<file path="config.mk">
export PLATFORM = sky130hd
export DESIGN_NAME = battery_save_and_idle_sleep_policy
export DESIGN_NICKNAME = d
export VERILOG_FILES = /design/src/bsisp_pkg.sv /design/src/bsisp_cfg.sv /design/src/bsisp_eval.sv /design/src/bsisp_core.sv /design/src/battery_save_and_idle_sleep_policy.sv
export SDC_FILE = /design/constraint.sdc
export NUM_CORES = 1
export LEC_CHECK = 0
export BUFFER_PORTS_ARGS = -buffer_cell sky130_fd_sc_hd__buf_2
export CAP_MARGIN = 20
export CORE_MARGIN = 1.5
export CORE_UTILIZATION = 45
export CTS_CLUSTER_DIAMETER = 120
export CTS_CLUSTER_SIZE = 28
export DETAILED_ROUTE_END_ITERATION = 8
export PLACE_DENSITY = 0.69
export SLEW_MARGIN = 5
export SYNTH_ARGS = -nofsm -noshare
export SYNTH_HDL_FRONTEND = slang
export SYNTH_HIERARCHICAL = 1
export SYNTH_SLANG_ARGS = --single-unit
export TNS_END_PERCENT = 50
</file>
<file path="constraint.sdc">
create_clock -name i_clk -period 17.3 [get_ports i_clk]
set_input_delay 3.46 -clock i_clk [delete_from_list [all_inputs] [get_ports i_clk]]
set_output_delay 3.46 -clock i_clk [all_outputs]
set_load 0.02 [all_outputs]
</file>
<file path="src/bsisp_pkg.sv">
package bsisp_pkg;

    // Time base and policy constants
    localparam int TIME_BITS        = 32;
    localparam int EVAL_INTERVAL_MS = 500;
    localparam int EXIT_MARGIN      = 5;
    localparam int PCT_MAX          = 100;
    localparam int MS_PER_S         = 1000;

    localparam int PCT_BITS      = 7;
    localparam int SECS_BITS     = 16;
    localparam int GRACE_BITS    = 16;
    localparam int SLEEP_MS_BITS = 26;   // 65535 s * 1000 fits in 26 bits
    localparam int CFG_IDX_BITS  = 3;
    localparam int CFG_DATA_BITS = 16;

    typedef logic [TIME_BITS-1:0]     t_time;
    typedef logic [PCT_BITS-1:0]      t_pct;
    typedef logic [SLEEP_MS_BITS-1:0] t_sleep_ms;

    // Request actions
    typedef enum logic [1:0] {
        ACT_TICK     = 2'd0,
        ACT_ACTIVITY = 2'd1,
        ACT_RECONFIG = 2'd2
    } t_action;

    // Power modes
    typedef enum logic [1:0] {
        PM_OFF    = 2'd0,
        PM_FORCED = 2'd1,
        PM_AUTO   = 2'd2
    } t_power_mode;

    // Standby modes
    typedef enum logic [1:0] {
        SM_NONE   = 2'd0,
        SM_IDLE   = 2'd1,
        SM_SAVING = 2'd2
    } t_sleep_mode;

    // Reason codes of the last evaluation
    typedef enum logic [3:0] {
        RSN_OFF       = 4'd0,
        RSN_FORCED    = 4'd1,
        RSN_GAUGE_OFF = 4'd2,
        RSN_NO_PACK   = 4'd3,
        RSN_CHARGED   = 4'd4,
        RSN_CHARGING  = 4'd5,
        RSN_ABOVE     = 4'd6,
        RSN_AT_BELOW  = 4'd7,
        RSN_HOLD      = 4'd8
    } t_reason;

    // Configuration register indexes
    typedef enum logic [CFG_IDX_BITS-1:0] {
        CFG_POWER_MODE  = 3'd0,
        CFG_THRESHOLD   = 3'd1,
        CFG_SLEEP_MODE  = 3'd2,
        CFG_SLEEP_AFTER = 3'd3,
        CFG_AUDIO_GRACE = 3'd4,
        CFG_WAKE_BUTTON = 3'd5
    } t_cfg_idx;

    // Decoded configuration seen by the policy logic
    typedef struct packed {
        logic [1:0]            power_mode;
        logic [1:0]            sleep_mode;
        t_pct                  thr_sat;
        t_pct                  exit_pct;
        t_sleep_ms             sleep_after_ms;
        logic [GRACE_BITS-1:0] audio_grace_ms;
        logic                  wake_button;
    } t_cfg;

    // One request
    typedef struct packed {
        logic [1:0] action;
        t_time      now_ms;
        logic       gauge_enabled;
        logic       pack_present;
        logic       charging;
        logic       charge_done;
        t_pct       charge_percent;
        t_time      audio_heard_ms;
        logic       player_active;
    } t_item;

    // Policy decision
    typedef struct packed {
        logic    saving;
        logic    blind;
        t_reason reason;
    } t_policy;

    // One result
    typedef struct packed {
        logic       saving;
        logic       gauge_blind;
        logic [3:0] reason_code;
        t_pct       exit_percent;
        logic       evaluated;
        logic       sleep_request;
        t_time      idle_ms;
    } t_result;

endpackage

</file>
<file path="src/bsisp_cfg.sv">
module bsisp_cfg (
    input  logic                                i_clk,
    input  logic                                i_rst_n,
    input  logic                                i_cfg_we,
    input  logic [bsisp_pkg::CFG_IDX_BITS-1:0]  i_cfg_index,
    input  logic [bsisp_pkg::CFG_DATA_BITS-1:0] i_cfg_wdata,
    output bsisp_pkg::t_cfg                     o_cfg
);

    bsisp_pkg::t_cfg r_cfg, n_cfg;
    bsisp_pkg::t_pct w_thr_sat;
    logic [bsisp_pkg::PCT_BITS:0] w_exit_sum;

    // Saturate the threshold and derive the exit point at write time
    always_comb begin
        if (i_cfg_wdata[bsisp_pkg::PCT_BITS-1:0] > bsisp_pkg::t_pct'(bsisp_pkg::PCT_MAX)) begin
            w_thr_sat = bsisp_pkg::t_pct'(bsisp_pkg::PCT_MAX);
        end else begin
            w_thr_sat = i_cfg_wdata[bsisp_pkg::PCT_BITS-1:0];
        end
        w_exit_sum = {1'b0, w_thr_sat} + (bsisp_pkg::PCT_BITS+1)'(bsisp_pkg::EXIT_MARGIN);
    end

    // Decode the write
    always_comb begin
        n_cfg = r_cfg;
        if (i_cfg_we) begin
            case (i_cfg_index)
                bsisp_pkg::CFG_POWER_MODE: begin
                    n_cfg.power_mode = i_cfg_wdata[1:0];
                end
                bsisp_pkg::CFG_THRESHOLD: begin
                    n_cfg.thr_sat = w_thr_sat;
                    if (w_exit_sum > (bsisp_pkg::PCT_BITS+1)'(bsisp_pkg::PCT_MAX)) begin
                        n_cfg.exit_pct = bsisp_pkg::t_pct'(bsisp_pkg::PCT_MAX);
                    end else begin
                        n_cfg.exit_pct = w_exit_sum[bsisp_pkg::PCT_BITS-1:0];
                    end
                end
                bsisp_pkg::CFG_SLEEP_MODE: begin
                    n_cfg.sleep_mode = i_cfg_wdata[1:0];
                end
                bsisp_pkg::CFG_SLEEP_AFTER: begin
                    n_cfg.sleep_after_ms =
                        bsisp_pkg::t_sleep_ms'(i_cfg_wdata[bsisp_pkg::SECS_BITS-1:0])
                        * bsisp_pkg::t_sleep_ms'(bsisp_pkg::MS_PER_S);
                end
                bsisp_pkg::CFG_AUDIO_GRACE: begin
                    n_cfg.audio_grace_ms = i_cfg_wdata[bsisp_pkg::GRACE_BITS-1:0];
                end
                bsisp_pkg::CFG_WAKE_BUTTON: begin
                    n_cfg.wake_button = i_cfg_wdata[0];
                end
                default: begin
                end
            endcase
        end
    end

    // Hold the registers, reset to the power-up settings
    always_ff @(posedge i_clk) begin
        if (!i_rst_n) begin
            r_cfg.power_mode     <= bsisp_pkg::PM_OFF;
            r_cfg.sleep_mode     <= bsisp_pkg::SM_NONE;
            r_cfg.thr_sat        <= bsisp_pkg::t_pct'(20);
            r_cfg.exit_pct       <= bsisp_pkg::t_pct'(25);
            r_cfg.sleep_after_ms <= bsisp_pkg::t_sleep_ms'(600 * bsisp_pkg::MS_PER_S);
            r_cfg.audio_grace_ms <= bsisp_pkg::GRACE_BITS'(3000);
            r_cfg.wake_button    <= 1'b1;
        end else begin
            r_cfg <= n_cfg;
        end
    end

    assign o_cfg = r_cfg;

endmodule

</file>
<file path="src/bsisp_eval.sv">
module bsisp_eval (
    input  bsisp_pkg::t_cfg    i_cfg,
    input  bsisp_pkg::t_item   i_item,
    input  logic               i_saving,
    output bsisp_pkg::t_policy o_pol
);

    logic w_at_below;
    logic w_on;

    // Hysteresis: enter at or below threshold, leave only at or above the exit point
    assign w_at_below = i_item.charge_percent <= i_cfg.thr_sat;
    assign w_on       = i_saving ? (i_item.charge_percent < i_cfg.exit_pct) : w_at_below;

    always_comb begin
        o_pol.saving = 1'b0;
        o_pol.blind  = 1'b0;
        o_pol.reason = bsisp_pkg::RSN_OFF;
        case (i_cfg.power_mode)
            bsisp_pkg::PM_FORCED: begin
                o_pol.saving = 1'b1;
                o_pol.reason = bsisp_pkg::RSN_FORCED;
            end
            bsisp_pkg::PM_AUTO: begin
                if (!i_item.gauge_enabled) begin
                    o_pol.blind  = 1'b1;
                    o_pol.reason = bsisp_pkg::RSN_GAUGE_OFF;
                end else if (!i_item.pack_present) begin
                    o_pol.blind  = 1'b1;
                    o_pol.reason = bsisp_pkg::RSN_NO_PACK;
                end else if (i_item.charge_done) begin
                    o_pol.reason = bsisp_pkg::RSN_CHARGED;
                end else if (i_item.charging) begin
                    o_pol.reason = bsisp_pkg::RSN_CHARGING;
                end else begin
                    o_pol.saving = w_on;
                    if (!w_on) begin
                        o_pol.reason = bsisp_pkg::RSN_ABOVE;
                    end else if (w_at_below) begin
                        o_pol.reason = bsisp_pkg::RSN_AT_BELOW;
                    end else begin
                        o_pol.reason = bsisp_pkg::RSN_HOLD;
                    end
                end
            end
            default: begin
            end
        endcase
    end

endmodule

</file>
<file path="src/bsisp_core.sv">
module bsisp_core (
    input  logic               i_clk,
    input  logic               i_rst_n,
    input  logic               i_fire,
    input  bsisp_pkg::t_item   i_item,
    input  bsisp_pkg::t_cfg    i_cfg,
    output bsisp_pkg::t_result o_res
);

    logic                r_saving, n_saving;
    logic                r_blind, n_blind;
    bsisp_pkg::t_reason  r_reason, n_reason;
    bsisp_pkg::t_time    r_last_eval, n_last_eval;
    bsisp_pkg::t_time    r_activity, n_activity;
    logic                r_sleep_started, n_sleep_started;

    bsisp_pkg::t_policy  w_pol;
    bsisp_pkg::t_time    w_since_eval;
    bsisp_pkg::t_time    w_since_audio;
    bsisp_pkg::t_time    w_idle_old;
    logic                w_tick_go;
    logic                w_do_eval;
    logic                w_busy;
    logic                w_req;

    bsisp_eval u_eval (
        .i_cfg    (i_cfg),
        .i_item   (i_item),
        .i_saving (r_saving),
        .o_pol    (w_pol)
    );

    // Throttle ticks to one evaluation per interval
    assign w_since_eval = i_item.now_ms - r_last_eval;
    assign w_tick_go    = (i_item.action == bsisp_pkg::ACT_TICK)
                       && (w_since_eval >= bsisp_pkg::t_time'(bsisp_pkg::EVAL_INTERVAL_MS));
    assign w_do_eval    = w_tick_go || (i_item.action == bsisp_pkg::ACT_RECONFIG);

    // Audio heard recently or player running counts as busy
    assign w_since_audio = i_item.now_ms - i_item.audio_heard_ms;
    assign w_busy = ((i_item.audio_heard_ms != '0)
                     && (w_since_audio < bsisp_pkg::t_time'(i_cfg.audio_grace_ms)))
                 || i_item.player_active;
    assign w_idle_old = i_item.now_ms - r_activity;

    // Next state: policy, timestamps and standby countdown
    always_comb begin
        n_saving        = r_saving;
        n_blind         = r_blind;
        n_reason        = r_reason;
        n_last_eval     = r_last_eval;
        n_activity      = r_activity;
        n_sleep_started = r_sleep_started;
        w_req           = 1'b0;
        if (w_do_eval) begin
            n_saving    = w_pol.saving;
            n_blind     = w_pol.blind;
            n_reason    = w_pol.reason;
            n_last_eval = i_item.now_ms;
        end
        if (i_item.action == bsisp_pkg::ACT_ACTIVITY
                || i_item.action == bsisp_pkg::ACT_RECONFIG) begin
            n_activity = i_item.now_ms;
        end
        // Service the countdown on an evaluating tick only
        if (w_tick_go && !r_sleep_started && i_cfg.wake_button
                && (i_cfg.sleep_mode == bsisp_pkg::SM_IDLE
                    || i_cfg.sleep_mode == bsisp_pkg::SM_SAVING)) begin
            if (i_cfg.sleep_mode == bsisp_pkg::SM_SAVING && !w_pol.saving) begin
                n_activity = i_item.now_ms;
            end else if (w_busy) begin
                n_activity = i_item.now_ms;
            end else if (w_idle_old >= bsisp_pkg::t_time'(i_cfg.sleep_after_ms)) begin
                n_sleep_started = 1'b1;
                w_req           = 1'b1;
            end
        end
    end

    // Build the result
    always_comb begin
        o_res.saving        = n_saving;
        o_res.gauge_blind   = n_blind;
        o_res.reason_code   = n_reason;
        o_res.exit_percent  = i_cfg.exit_pct;
        o_res.evaluated     = w_do_eval;
        o_res.sleep_request = w_req;
        o_res.idle_ms       = i_item.now_ms - n_activity;
    end

    // Advance the state when a request moves into the result register
    always_ff @(posedge i_clk) begin
        if (!i_rst_n) begin
            r_saving        <= 1'b0;
            r_blind         <= 1'b0;
            r_reason        <= bsisp_pkg::RSN_OFF;
            r_last_eval     <= '0;
            r_activity      <= '0;
            r_sleep_started <= 1'b0;
        end else if (i_fire) begin
            r_saving        <= n_saving;
            r_blind         <= n_blind;
            r_reason        <= n_reason;
            r_last_eval     <= n_last_eval;
            r_activity      <= n_activity;
            r_sleep_started <= n_sleep_started;
        end
    end

    // Standby fires once and stays latched until reset
    a_sleep_latched: assert property (@(posedge i_clk) disable iff (!i_rst_n)
        r_sleep_started |=> r_sleep_started)
        else $error("standby latch cleared without reset");

    // A standby request only comes from an evaluating tick
    a_req_on_tick: assert property (@(posedge i_clk) disable iff (!i_rst_n)
        w_req |-> (w_tick_go && w_pol.saving == n_saving))
        else $error("standby request without evaluating tick");

    // Blind flag goes with a gauge or pack reason only
    a_blind_reason: assert property (@(posedge i_clk) disable iff (!i_rst_n)
        r_blind |-> (r_reason == bsisp_pkg::RSN_GAUGE_OFF
                     || r_reason == bsisp_pkg::RSN_NO_PACK))
        else $error("blind flag with wrong reason");

    // Saving is on only for forced, at or below, or hold
    a_saving_reason: assert property (@(posedge i_clk) disable iff (!i_rst_n)
        r_saving |-> (r_reason == bsisp_pkg::RSN_FORCED
                      || r_reason == bsisp_pkg::RSN_AT_BELOW
                      || r_reason == bsisp_pkg::RSN_HOLD))
        else $error("saving active with inconsistent reason");

endmodule

</file>
<file path="src/battery_save_and_idle_sleep_policy.sv">
// Channel   Direction  Handshake                   Payload
// request   in         i_in_valid / o_in_stall     i_action .. i_player_active
// result    out        o_out_valid / i_out_stall   o_saving .. o_idle_ms
// config    in         i_cfg_we (no wait)          i_cfg_index, i_cfg_wdata
//
// One request per cycle sustained while the result channel is not stalled; the
// request lands in the input register at its accept edge, and the result
// register loads after the policy logic once it frees and presents the result.
// Reset is synchronous, active low; it restores power-up settings and clears
// the policy state and the standby latch. No clearing pass is needed.
// A stalled result holds in the output register while one more request waits
// in the input register; o_in_stall rises only when both are full.
module battery_save_and_idle_sleep_policy (
    input  logic                                i_clk,
    input  logic                                i_rst_n,
    // request channel
    input  logic                                i_in_valid,
    output logic                                o_in_stall,
    input  logic [1:0]                          i_action,
    input  logic [bsisp_pkg::TIME_BITS-1:0]     i_now_ms,
    input  logic                                i_gauge_enabled,
    input  logic                                i_pack_present,
    input  logic                                i_charging,
    input  logic                                i_charge_done,
    input  logic [bsisp_pkg::PCT_BITS-1:0]      i_charge_percent,
    input  logic [bsisp_pkg::TIME_BITS-1:0]     i_audio_heard_ms,
    input  logic                                i_player_active,
    // result channel
    output logic                                o_out_valid,
    input  logic                                i_out_stall,
    output logic                                o_saving,
    output logic                                o_gauge_blind,
    output logic [3:0]                          o_reason_code,
    output logic [bsisp_pkg::PCT_BITS-1:0]      o_exit_percent,
    output logic                                o_evaluated,
    output logic                                o_sleep_request,
    output logic [bsisp_pkg::TIME_BITS-1:0]     o_idle_ms,
    // configuration port
    input  logic                                i_cfg_we,
    input  logic [bsisp_pkg::CFG_IDX_BITS-1:0]  i_cfg_index,
    input  logic [bsisp_pkg::CFG_DATA_BITS-1:0] i_cfg_wdata
);

    logic                r_in_vld;
    bsisp_pkg::t_item    r_item;
    logic                r_out_vld;
    bsisp_pkg::t_result  r_res;

    bsisp_pkg::t_cfg     w_cfg;
    bsisp_pkg::t_result  w_res;
    logic                w_adv;
    logic                w_fire;
    logic                w_in_take;

    bsisp_cfg u_cfg (
        .i_clk       (i_clk),
        .i_rst_n     (i_rst_n),
        .i_cfg_we    (i_cfg_we),
        .i_cfg_index (i_cfg_index),
        .i_cfg_wdata (i_cfg_wdata),
        .o_cfg       (w_cfg)
    );

    bsisp_core u_core (
        .i_clk   (i_clk),
        .i_rst_n (i_rst_n),
        .i_fire  (w_fire),
        .i_item  (r_item),
        .i_cfg   (w_cfg),
        .o_res   (w_res)
    );

    // Handshake: result register frees when empty or taken
    assign w_adv      = !r_out_vld || !i_out_stall;
    assign w_fire     = r_in_vld && w_adv;
    assign o_in_stall = r_in_vld && !w_adv;
    assign w_in_take  = i_in_valid && !o_in_stall;

    // Input register
    always_ff @(posedge i_clk) begin
        if (!i_rst_n) begin
            r_in_vld <= 1'b0;
        end else if (w_in_take) begin
            r_in_vld <= 1'b1;
        end else if (w_fire) begin
            r_in_vld <= 1'b0;
        end
    end

    always_ff @(posedge i_clk) begin
        if (w_in_take) begin
            r_item.action         <= i_action;
            r_item.now_ms         <= i_now_ms;
            r_item.gauge_enabled  <= i_gauge_enabled;
            r_item.pack_present   <= i_pack_present;
            r_item.charging       <= i_charging;
            r_item.charge_done    <= i_charge_done;
            r_item.charge_percent <= i_charge_percent;
            r_item.audio_heard_ms <= i_audio_heard_ms;
            r_item.player_active  <= i_player_active;
        end
    end

    // Result register
    always_ff @(posedge i_clk) begin
        if (!i_rst_n) begin
            r_out_vld <= 1'b0;
        end else if (w_adv) begin
            r_out_vld <= r_in_vld;
        end
    end

    always_ff @(posedge i_clk) begin
        if (w_fire) begin
            r_res <= w_res;
        end
    end

    assign o_out_valid     = r_out_vld;
    assign o_saving        = r_res.saving;
    assign o_gauge_blind   = r_res.gauge_blind;
    assign o_reason_code   = r_res.reason_code;
    assign o_exit_percent  = r_res.exit_percent;
    assign o_evaluated     = r_res.evaluated;
    assign o_sleep_request = r_res.sleep_request;
    assign o_idle_ms       = r_res.idle_ms;

endmodule
</file>
==> reports/metrics.yaml, run 1 <==
power:
  power_frac_comb_pct: 46.1
  p_leak_nw: 9.39
  total_power_mw: 1.95
  switching_share_pct: 38.6
  clkPwrFrac_pct: 17.8
  power.switching_mw: 0.753
  powerDensity_nw_per_um2: 88.6
  p_seq_share_pct: 36.1
  peakVddDrop_mv: 0.0576
  p_int_mw: 1.20
setup_path:
  cp_max_fo: 31
  crit_type: "reg2reg"
  cp-end-kind: "flip-flop"
  arrival_ns: 9.88
  crit_required_ns: 17.56
  crit_top_cell: "a21oi_1"
  cp_slowest_stage_delay_ns: 0.92
  worst-r2r-setup-slack_ns: 7.69
  path_buf_inv: 4
  critPathSlowestCell: "o311ai_0"
  crit_path_start_kind: "flip-flop"
  cp_top_family: "compound AO/OA/AOI/OAI gates"
timing:
  slew_headroom_pct: 30.0
  min_period_ns: 9.61
  finalHoldViolations: 0
  hold_ws_ns: 0.463
  period_share_pct: 55.6
  slew_violations: 0
  fin_skew_ns: 0.0243
  rsz0062_at_grt: "no"
  worst_pin_slew_ns: 1.04
  fin_tns_setup_ns: 0
  setup_viol: 0
  fmax_mhz: 104
placed_design:
  port_buffers: 150
  post-dp-hpwl_mm: 43.8
  dp_cells: 2960
  gp_congestion: 0.929
routing:
  drtPass1Iterations: 5
  ant_nets: 0
  vias_per_cell: 5.58
  via_count: 16600
  remaining_drc_errors: 0
  drt-wirelength-per-cell_um: 18.3
  drt-initial-drc-count: 1044
  routed_wl_mm: 54.5
finish:
  syn_to_final_growth_pct: 7.76
  fin_cells: 2981
  fillers: 4279
  nNetsFinal: 2785
  fin_util_pct: 49.4
  drive_gt1_share_pct: 8.87
  diodes: 0
clocking:
  cts.clk_slew.worst_paths_ns: 0.11
  cts_root_buf: "clkbuf_16"
  cts_setup_buffers: 0
  cts_buffer_depth: 3
  cts_sinks: 256
  cts_made_buffers: 13
  cts_max_level: 1
  ctsResizeCount: 0
  cts_hold_buf: 0
  clk_latency_ns: 0.52
  cts_tree: "built"
yosys:
  synth_cell_type_count: 83
  syn_inst: 2282
  ys_ff_latch: 256
  synth_edf_count: 125
  synth_warnings: 6
  syn_area_um2: 20400
  syn_avg_cell_area_um2: 8.94
  ys.flop_type: "dfxtp_1"
  async_flop_share_pct: 0
  seq_area_frac_synth_pct: 31.2
grt:
  grt_pass1_wl_mm: 86.4
  first_global_vias: 16000
  gr-usage-all-layers_pct: 23.0
  overflow: 0
  grt_antenna_before_repair: 0
  grt_max_degree: 84
run_status:
  status: "completed"
floorplanning:
  fp.dieH_um: 216
  ios: 151
  dieArea_um2: 46600
  start_util_pct: 45.9
  die_w_um: 216
  rows: 77
  coreArea_um2: 44500
flow_run:
  maxCapViolations: 0
hold_path:
  hold_class: "reg2reg"
==> synth_stat cells (9+ instances only) <==
library cell	n	area, µm²
inv_1	273	1020
ha_1	244	3050
nand2_1	223	837
a21oi_1	169	846
dfxtp_1	131	2620
edfxtp_1	125	3750
o21ai_0	124	621
nor2_1	116	435
xnor2_1	81	709
mux2i_1	75	751
nand3_1	69	345
fa_1	56	1120
clkbuf_1	46	173
a21o_1	38	285
o21a_1	31	233
nand2b_1	29	181
o211ai_1	29	218
nor3_1	27	135
xor2_1	27	236
nand4_1	24	150
nor2b_1	24	150
o21bai_1	23	173
a31oi_1	19	119
and3_1	19	119
a211oi_1	18	135
buf_4	18	135
or3_1	16	100
and2_1	12	75.1
nor4_1	12	75.1
o2111ai_1	10	87.6
o31ai_1	10	75.1
a2111oi_0	9	78.8
a211o_1	9	78.8
==> tightest hold or removal path, stage by stage (launching register included) <==
cell	delay, ns
dfxtp_1	0.32
nand2_1	0.05
a21oi_1	0.05
==> flip-flops by register name, indices dropped and copies added (netlist names), 4 cells and up <==
register	count
o_exit_percent	7
o_idle_ms	32
o_reason_code	4
r_item	78
u_cfg/o_cfg	58
u_core/r_activity	32
u_core/r_last_eval	32
u_core/r_reason	4
==> cell families (layout without fill, tap and decap cells) <==
kind of cell / Yosys count / after routing / share of synthesized area, %
other: 1 / 3 / 0.0184
AOI/OAI and AO/OA: 578 / 578 / 18.3
buffers and inverters: 350 / 455 / 7.04
DFF: 256 / 256 / 31.2
and+or+nand+nor: 607 / 607 / 14.2
adders and majority gates: 300 / 300 / 20.5
xor gates and xnor gates: 108 / 108 / 4.63
muxes: 82 / 82 / 4.06
==> path summary, 6_finish.rpt <==
check	start	end	cells past startpoint
setup / recovery	r_item[44]$_DFFE_PP_	o_idle_ms[30]$_DFFE_PP_	41
hold / removal	u_cfg/o_cfg[2]$_SDFFE_PN0P_	u_cfg/o_cfg[2]$_SDFFE_PN0P_	2
setup reg to reg	r_item[44]$_DFFE_PP_	o_idle_ms[30]$_DFFE_PP_	41
hold reg to reg	u_cfg/o_cfg[2]$_SDFFE_PN0P_	u_cfg/o_cfg[2]$_SDFFE_PN0P_	2
==> layout by cell type (no fill, tap or decap), drive strengths merged, types with 16 or more instances in the layout <==
cell type | netlist | layout
nand2b | 29 | 29
a31oi | 19 | 19
nand4 | 24 | 24
a211oi | 20 | 20
dfxtp | 131 | 131
inv | 273 | 274
o21ai | 134 | 134
o21a | 31 | 31
xnor2 | 81 | 81
ha | 244 | 244
nor3 | 27 | 27
mux2i | 75 | 75
a21o | 38 | 38
edfxtp | 125 | 125
nor2 | 116 | 116
xor2 | 27 | 27
clkbuf | 48 | 17
nor2b | 24 | 24
a21oi | 171 | 171
buf | 27 | 159
and3 | 20 | 20
o21bai | 23 | 23
nand3 | 70 | 70
nand2 | 223 | 223
or3 | 16 | 16
fa | 56 | 56
o211ai | 29 | 29
==> metrics by stage <==
stage / worst slack [ns] / cell area, µm²
4_1_cts: 7.79 / 22000
5_1_grt: 6.97 / 22000
3_3_place_gp: 8.03 / 21600
6_report: 7.69 / 22000
3_5_place_dp: 7.84 / 21600
2_1_floorplan: 8.91 / 20400
==> final cells by class <==
class / instances / area (µm²) / share of cell area (%)
multi-input combinational: 1678 / 12600 / 57.5
inverter: 275 / 1030 / 4.69
sequential: 256 / 6380 / 29.0
clock buffer: 17 / 340 / 1.55
clock inverter: 4 / 33.8 / 0.154
timing repair buffer: 159 / 821 / 3.73
tap: 592 / 741 / 3.37
==> power groups by stage <==
stage	Clock, mW	Combinational, mW	Sequential (mW)
2_1_floorplan	0	0.674	0.721
3_5_place_dp	0	0.890	0.719
6_report	0.347	0.898	0.705
5_1_grt	0.379	1.01	0.709
3_3_place_gp	0	0.877	0.718
4_1_cts	0.362	0.896	0.705
==> layer usage <==
| metal | global-route usage [%] | routed length [µm] | vias to the layer above |
|---|---|---|---|
| met5 | 0 | 0 | - |
| met4 | 6.11 | 1420 | 0 |
| met3 | 2.04 | 2430 | 55 |
| met2 | 39.1 | 25500 | 358 |
| met1 | 31.4 | 25100 | 7950 |
| li1 | - | - | 8277 |
(Power assumes the default switching activity.)
==> run 2, diff against run 1 <==
Clock period 17.3 ns to 9.9 ns, I/O delays scaled along.
==> reports/metrics.yaml, run 2 (synthesis results as in run 1) <==
run_status:
  status: "completed"  # unchanged
setup_path:
  crit_type: "reg2reg"  # unchanged
  crit_top_cell: "a21oi_1"  # unchanged
  cp_slowest_stage_delay_ns: 0.92  # about the same
  crit_path_start_kind: "flip-flop"  # unchanged
  crit_required_ns: 10.18  # was 17.56 ns
  cp_max_fo: 30  # was 31
  critPathSlowestCell: "o311ai_0"  # unchanged
  arrival_ns: 9.54  # was 9.88 ns
  cp-end-kind: "flip-flop"  # unchanged
floorplanning:
  rows: 77  # unchanged
  coreArea_um2: 44500  # unchanged
  die_w_um: 216  # unchanged
  start_util_pct: 45.9  # unchanged
  dieArea_um2: 46600  # unchanged
  fp.dieH_um: 216  # unchanged
  ios: 151  # unchanged
routing:
  drt-initial-drc-count: 975  # was 1044
  ant_nets: 0  # unchanged
  routed_wl_mm: 55.6  # was 54.5 mm
  maxUsedRoutingLayer: "met4"  # unchanged
  wl_met3_mm: 2.16  # was 2.43 mm
  remaining_drc_errors: 0  # unchanged
  drt-wirelength-per-cell_um: 18.6  # was 18.3 µm
  dr_wl_met2_mm: 26.7  # was 25.5 mm
  via_count: 16800  # was 16600
  vias_per_cell: 5.65  # was 5.58
  met1_length_mm: 25.1  # about the same
  drtPass1Iterations: 5  # unchanged
finish:
  syn_to_final_growth_pct: 7.86  # was 7.76%
  most-common-layout-cells: "inv_1, ha_1, nand2_1"  # unchanged
  multi_input_area_um2: 12600  # unchanged
  fin_util_pct: 49.5  # was 49.4%
  drive_gt1_share_pct: 8.87  # unchanged
  seq_area_um2: 6380  # unchanged
  regMostFlops: "r_item"  # unchanged
  nNetsFinal: 2785  # unchanged
  fillers: 4262  # was 4279
  diodes: 0  # unchanged
  final_common_cell: "inv_1"  # unchanged
  largest_reg_flops: 78  # unchanged
clocking:
  cts_max_level: 1  # unchanged
  cts_root_buf: "clkbuf_16"  # unchanged
  cts_hold_buf: 0  # unchanged
  cts_made_buffers: 13  # unchanged
  clk_latency_ns: 0.52  # about the same
  cts.clk_slew.worst_paths_ns: 0.11  # about the same
  ctsResizeCount: 0  # unchanged
  cts_setup_buffers: 0  # unchanged
  cts_tree: "built"  # unchanged
  cts_sinks: 256  # unchanged
  cts_buffer_depth: 3  # unchanged
timing:
  fin_skew_ns: 0.0294  # was 0.0243 ns
  hold_ws_ns: 0.461  # was 0.463 ns
  min_period_ns: 9.26  # was 9.61 ns
  fin_tns_setup_ns: 0  # unchanged
  setup_viol: 0  # unchanged
  rsz0062_at_grt: "no"  # unchanged
  period_share_pct: 93.5  # was 55.6%
  finalWorstSetupSlack_ns: 0.641  # was 7.69 ns
  slew_violations: 0  # unchanged
  slew_headroom_pct: 27.8  # was 30.0%
  finalHoldViolations: 0  # unchanged
  fmax_mhz: 108  # was 104 MHz
  worst_pin_slew_ns: 1.06  # was 1.04 ns
grt:
  grt_antenna_before_repair: 0  # unchanged
  first_global_vias: 16500  # was 16000
  grt_pass1_wl_mm: 88.7  # was 86.4 mm
  gr-usage-all-layers_pct: 23.7  # was 23.0%
  overflow: 0  # unchanged
  grt_max_degree: 90  # was 84
power:
  total_power_mw: 3.44  # was 1.95 mW
  power.switching_mw: 1.32  # was 0.753 mW
  peakVddDrop_mv: 0.0918  # was 0.0576 mV
  p_int_mw: 2.12  # was 1.20 mW
  power_frac_comb_pct: 45.8  # was 46.1%
  powerDensity_nw_per_um2: 156  # was 88.6 nW/µm²
  switching_share_pct: 38.5  # was 38.6%
  p_leak_nw: 9.41  # was 9.39 nW
  clkPwrFrac_pct: 18.3  # was 17.8%
  p_seq_share_pct: 35.8  # was 36.1%
placed_design:
  post-dp-hpwl_mm: 44.2  # was 43.8 mm
  post-place-ws_ns: 0.847  # was 7.84 ns
  port_buffers: 150  # unchanged
  gp_congestion: 0.959  # was 0.929
hold_path:
  hold_class: "reg2reg"  # unchanged
flow_run:
  maxCapViolations: 0  # unchanged
## run 2: worst max-delay path, delay by kind of cell (launching register included)
family,cells,cell delay [ns]
AOI/OAI and AO/OA,20,4.94
and+or+nand+nor,8,1.43
adders and majority gates,4,1.10
buffers and inverters,3,0.52
DFF,1,0.43
muxes,1,0.33
xor gates and xnor gates,2,0.27
## run 2: layout make-up
class / count / area share (%)
Multi-Input combinational cell: 1678 / 57.5
Sequential cell: 256 / 29.0
Inverter: 275 / 4.69
Timing Repair Buffer: 159 / 3.73
Tap cell: 592 / 3.36
Clock buffer: 17 / 1.55
Clock inverter: 4 / 0.250
## run 2: metal layers
| metal | global-route usage (%) | vias to the layer above |
|---|---|---|
| li1 | - | 8287 |
| met1 | 31.2 | 8094 |
| met2 | 41.3 | 391 |
| met3 | 1.96 | 63 |
| met4 | 6.92 | 0 |
| met5 | 0 | - |
## run 2: final timing paths
kind | start | endpoint | slack [ns] | depth (start not counted)
worst max-delay path | r_item[44]$_DFFE_PP_ | o_idle_ms[30]$_DFFE_PP_ | 0.64 | 38
worst min-delay path | u_cfg/o_cfg[32]$_SDFFE_PN0P_ | u_cfg/o_cfg[32]$_SDFFE_PN0P_ | 0.46 | 2
worst max register to register | r_item[44]$_DFFE_PP_ | o_idle_ms[30]$_DFFE_PP_ | 0.64 | 38
worst min register to register | u_cfg/o_cfg[32]$_SDFFE_PN0P_ | u_cfg/o_cfg[32]$_SDFFE_PN0P_ | 0.46 | 2
## run 2: power groups by stage
stage	registers (mW)	logic, mW	clock network [mW]
5_1_grt	1.24	1.77	0.685
2_1_floorplan	1.26	1.18	0
4_1_cts	1.23	1.57	0.651
3_5_place_dp	1.26	1.56	0
3_3_place_gp	1.26	1.53	0
6_report	1.23	1.58	0.630
## run 2: stage by stage
stage,std cells,cell area [µm²]
3_5_place_dp,2960,21600
5_1_grt,2981,22000
6_report,2981,22000
3_3_place_gp,2960,21600
2_1_floorplan,2284,20400
4_1_cts,2981,22000
==> run 3, diff against run 2 <==
Settings changed: BUFFER_PORTS_ARGS -buffer_cell sky130_fd_sc_hd__buf_2 to default, DONT_BUFFER_PORTS from default to 1, PLACE_DENSITY 0.69 to 0.66.
==> reports/metrics.yaml, run 3 (synthesis results as in run 1) <==
floorplanning:
  coreArea_um2: 44500  # unchanged
  dieArea_um2: 46600  # unchanged
  start_util_pct: 45.9  # unchanged
  rows: 77  # unchanged
  ios: 151  # unchanged
  die_w_um: 216  # unchanged
  fp.dieH_um: 216  # unchanged
setup_path:
  crit_path_start_kind: "flip-flop"  # unchanged
  arrival_ns: 9.33  # was 9.54 ns
  worst-r2r-setup-slack_ns: 0.84  # was 0.64 ns
  r2r-end: "o_idle_ms[30]$_DFFE_PP_"  # unchanged
  cp-end-kind: "flip-flop"  # unchanged
  r2r_cells: 40  # was 38
  crit_type: "reg2reg"  # unchanged
  cp_slowest_stage_delay_ns: 0.47  # was 0.92 ns
  cp_max_fo: 30  # unchanged
  r2r-start: "r_item[44]$_DFFE_PP_"  # unchanged
  critPathSlowestCell: "fa_1"  # was o311ai_0
  crit_required_ns: 10.18  # about the same
  crit_top_cell: "a21oi_1"  # unchanged
clocking:
  cts_root_buf: "clkbuf_16"  # unchanged
  cts_made_buffers: 13  # unchanged
  cts_max_level: 1  # unchanged
  cts.clk_slew.worst_paths_ns: 0.12  # was 0.11 ns
  cts_tree: "built"  # unchanged
  clk_latency_ns: 0.52  # about the same
  cts_buffer_depth: 3  # unchanged
  cts_sinks: 256  # unchanged
  cts_setup_buffers: 0  # unchanged
timing:
  fin_skew_ns: 0.0334  # was 0.0294 ns
  fin_tns_setup_ns: 0  # unchanged
  worst_pin_slew_ns: 1.05  # was 1.06 ns
  slew_headroom_pct: 29.8  # was 27.8%
  fmax_mhz: 110  # was 108 MHz
  slew_violations: 0  # unchanged
  setup_viol: 0  # unchanged
  finalHoldViolations: 0  # unchanged
  period_share_pct: 91.5  # was 93.5%
  finalWorstSetupSlack_ns: 0.843  # was 0.641 ns
  min_period_ns: 9.06  # was 9.26 ns
  rsz0062_at_grt: "no"  # unchanged
finish:
  fin_util_pct: 47.7  # was 49.5%
  most-common-layout-cells: "inv_1, ha_1, nand2_1"  # unchanged
  final_common_cell: "inv_1"  # unchanged
  syn_to_final_growth_pct: 4.13  # was 7.86%
  drive_gt1_share_pct: 2.77  # was 8.87%
  nNetsFinal: 2634  # was 2785
  regMostFlops: "r_item"  # unchanged
  largest_reg_flops: 78  # unchanged
grt:
  first_global_vias: 15600  # was 16500
  grt_pass1_wl_mm: 86.2  # was 88.7 mm
  gr-usage-all-layers_pct: 23.1  # was 23.7%
  overflow: 0  # unchanged
  grt_max_degree: 142  # was 90
  grt_antenna_before_repair: 2  # was 0
placed_design:
  port_buffers: 0  # was 150
  gp_congestion: 0.935  # was 0.959
  post-dp-hpwl_mm: 43.2  # was 44.2 mm
  post-place-ws_ns: 0.724  # was 0.847 ns
run_status:
  status: "completed"  # unchanged
power:
  p_seq_share_pct: 37.4  # was 35.8%
  clkPwrFrac_pct: 18.1  # was 18.3%
  powerDensity_nw_per_um2: 158  # was 156 nW/µm²
  power.switching_mw: 1.29  # was 1.32 mW
  p_leak_nw: 8.81  # was 9.41 nW
  p_int_mw: 2.07  # was 2.12 mW
  power_frac_comb_pct: 44.4  # was 45.8%
  peakVddDrop_mv: 0.113  # was 0.0918 mV
  switching_share_pct: 38.4  # was 38.5%
hold_path:
  hold_class: "reg2reg"  # unchanged
  hp-start: "u_cfg/o_cfg[20]$_SDFFE_PN0P_"  # was u_cfg/o_cfg[32]$_SDFFE_PN0P_
  min_path_cells: 2  # unchanged
  holdPathEnd: "u_cfg/o_cfg[20]$_SDFFE_PN0P_"  # was u_cfg/o_cfg[32]$_SDFFE_PN0P_
routing:
  vias_per_cell: 5.69  # was 5.65
  remaining_drc_errors: 0  # unchanged
  routed_wl_mm: 54.5  # was 55.6 mm
  drtPass1Iterations: 5  # unchanged
  ant_nets: 0  # unchanged
  via_count: 16100  # was 16800
  drt-initial-drc-count: 1327  # was 975
  drt-wirelength-per-cell_um: 19.2  # was 18.6 µm
flow_run:
  maxCapViolations: 0  # unchanged
## run 3: through the flow
| stage | std cells | total power [mW] | cell area (µm²) | hold slack, ns |
|---|---|---|---|---|
| 2_1_floorplan | 2284 | 2.44 | 20400 | 0.432 |
| 3_3_place_gp | 2809 | 2.74 | 20900 | 0.443 |
| 3_5_place_dp | 2809 | 2.76 | 20900 | 0.448 |
| 4_1_cts | 2830 | 3.38 | 21200 | 0.462 |
| 5_1_grt | 2831 | 3.62 | 21300 | 0.490 |
| 6_report | 2831 | 3.36 | 21300 | 0.461 |
## run 3: per-layer routing
layer | global-route usage (%) | wire, µm | share of wire [%]
met5 | 0 | 0 | 0
met2 | 40.2 | 26300 | 48
met3 | 2.30 | 2010 | 3.7
met4 | 5.37 | 1170 | 2.1
met1 | 30.9 | 25000 | 46
## run 3: critical path: cells and delay by family (launching register included)
kind | cells | cell delay (ns)
xor+xnor | 2 | 0.17
buf+inv | 4 | 0.66
compound gates | 22 | 4.90
simple gates | 7 | 1.19
mux | 1 | 0.23
fa+ha+maj | 4 | 1.24
flops | 1 | 0.42
## run 3: repair_timing
item                       CTS  global route
setup endpoints to repair    0             5
hold buffers                 0             0
gates resized for setup      0             3
## run 3: power by group through the flow
| stage | Combinational, mW | Sequential [mW] | Clock (mW) |
|---|---|---|---|
| 6_report | 1.49 | 1.26 | 0.610 |
| 5_1_grt | 1.69 | 1.27 | 0.665 |
| 4_1_cts | 1.49 | 1.26 | 0.632 |
| 3_5_place_dp | 1.48 | 1.28 | 0 |
| 3_3_place_gp | 1.45 | 1.28 | 0 |
| 2_1_floorplan | 1.18 | 1.26 | 0 |
## run 3: how the worst max path moves through the flow
stage	startpoint	to	slack (ns)	cells after the start
2_1_floorplan	r_item[44]$_DFFE_PP_	o_idle_ms[30]$_DFFE_PP_	2.29	38
3_3_place_gp	r_item[44]$_DFFE_PP_	o_idle_ms[30]$_DFFE_PP_	0.95	40
3_5_place_dp	r_item[44]$_DFFE_PP_	o_idle_ms[30]$_DFFE_PP_	0.72	39
4_1_cts	r_item[44]$_DFFE_PP_	o_idle_ms[30]$_DFFE_PP_	0.68	39
5_1_grt	r_item[44]$_DFFE_PP_	o_idle_ms[30]$_DFFE_PP_	0.03	40
6_report	r_item[44]$_DFFE_PP_	o_idle_ms[30]$_DFFE_PP_	0.84	40
## run 3: layout make-up
class | instances | area [µm²]
Timing Repair Buffer | 8 | 60.1
Clock buffer | 17 | 340
Inverter | 275 | 1030
Fill cell | 4301 | 23300
Sequential cell | 256 | 6380
Multi-Input combinational cell | 1678 | 12700
Antenna cell | 1 | 2.50
Tap cell | 592 | 741
Clock inverter | 4 | 33.8
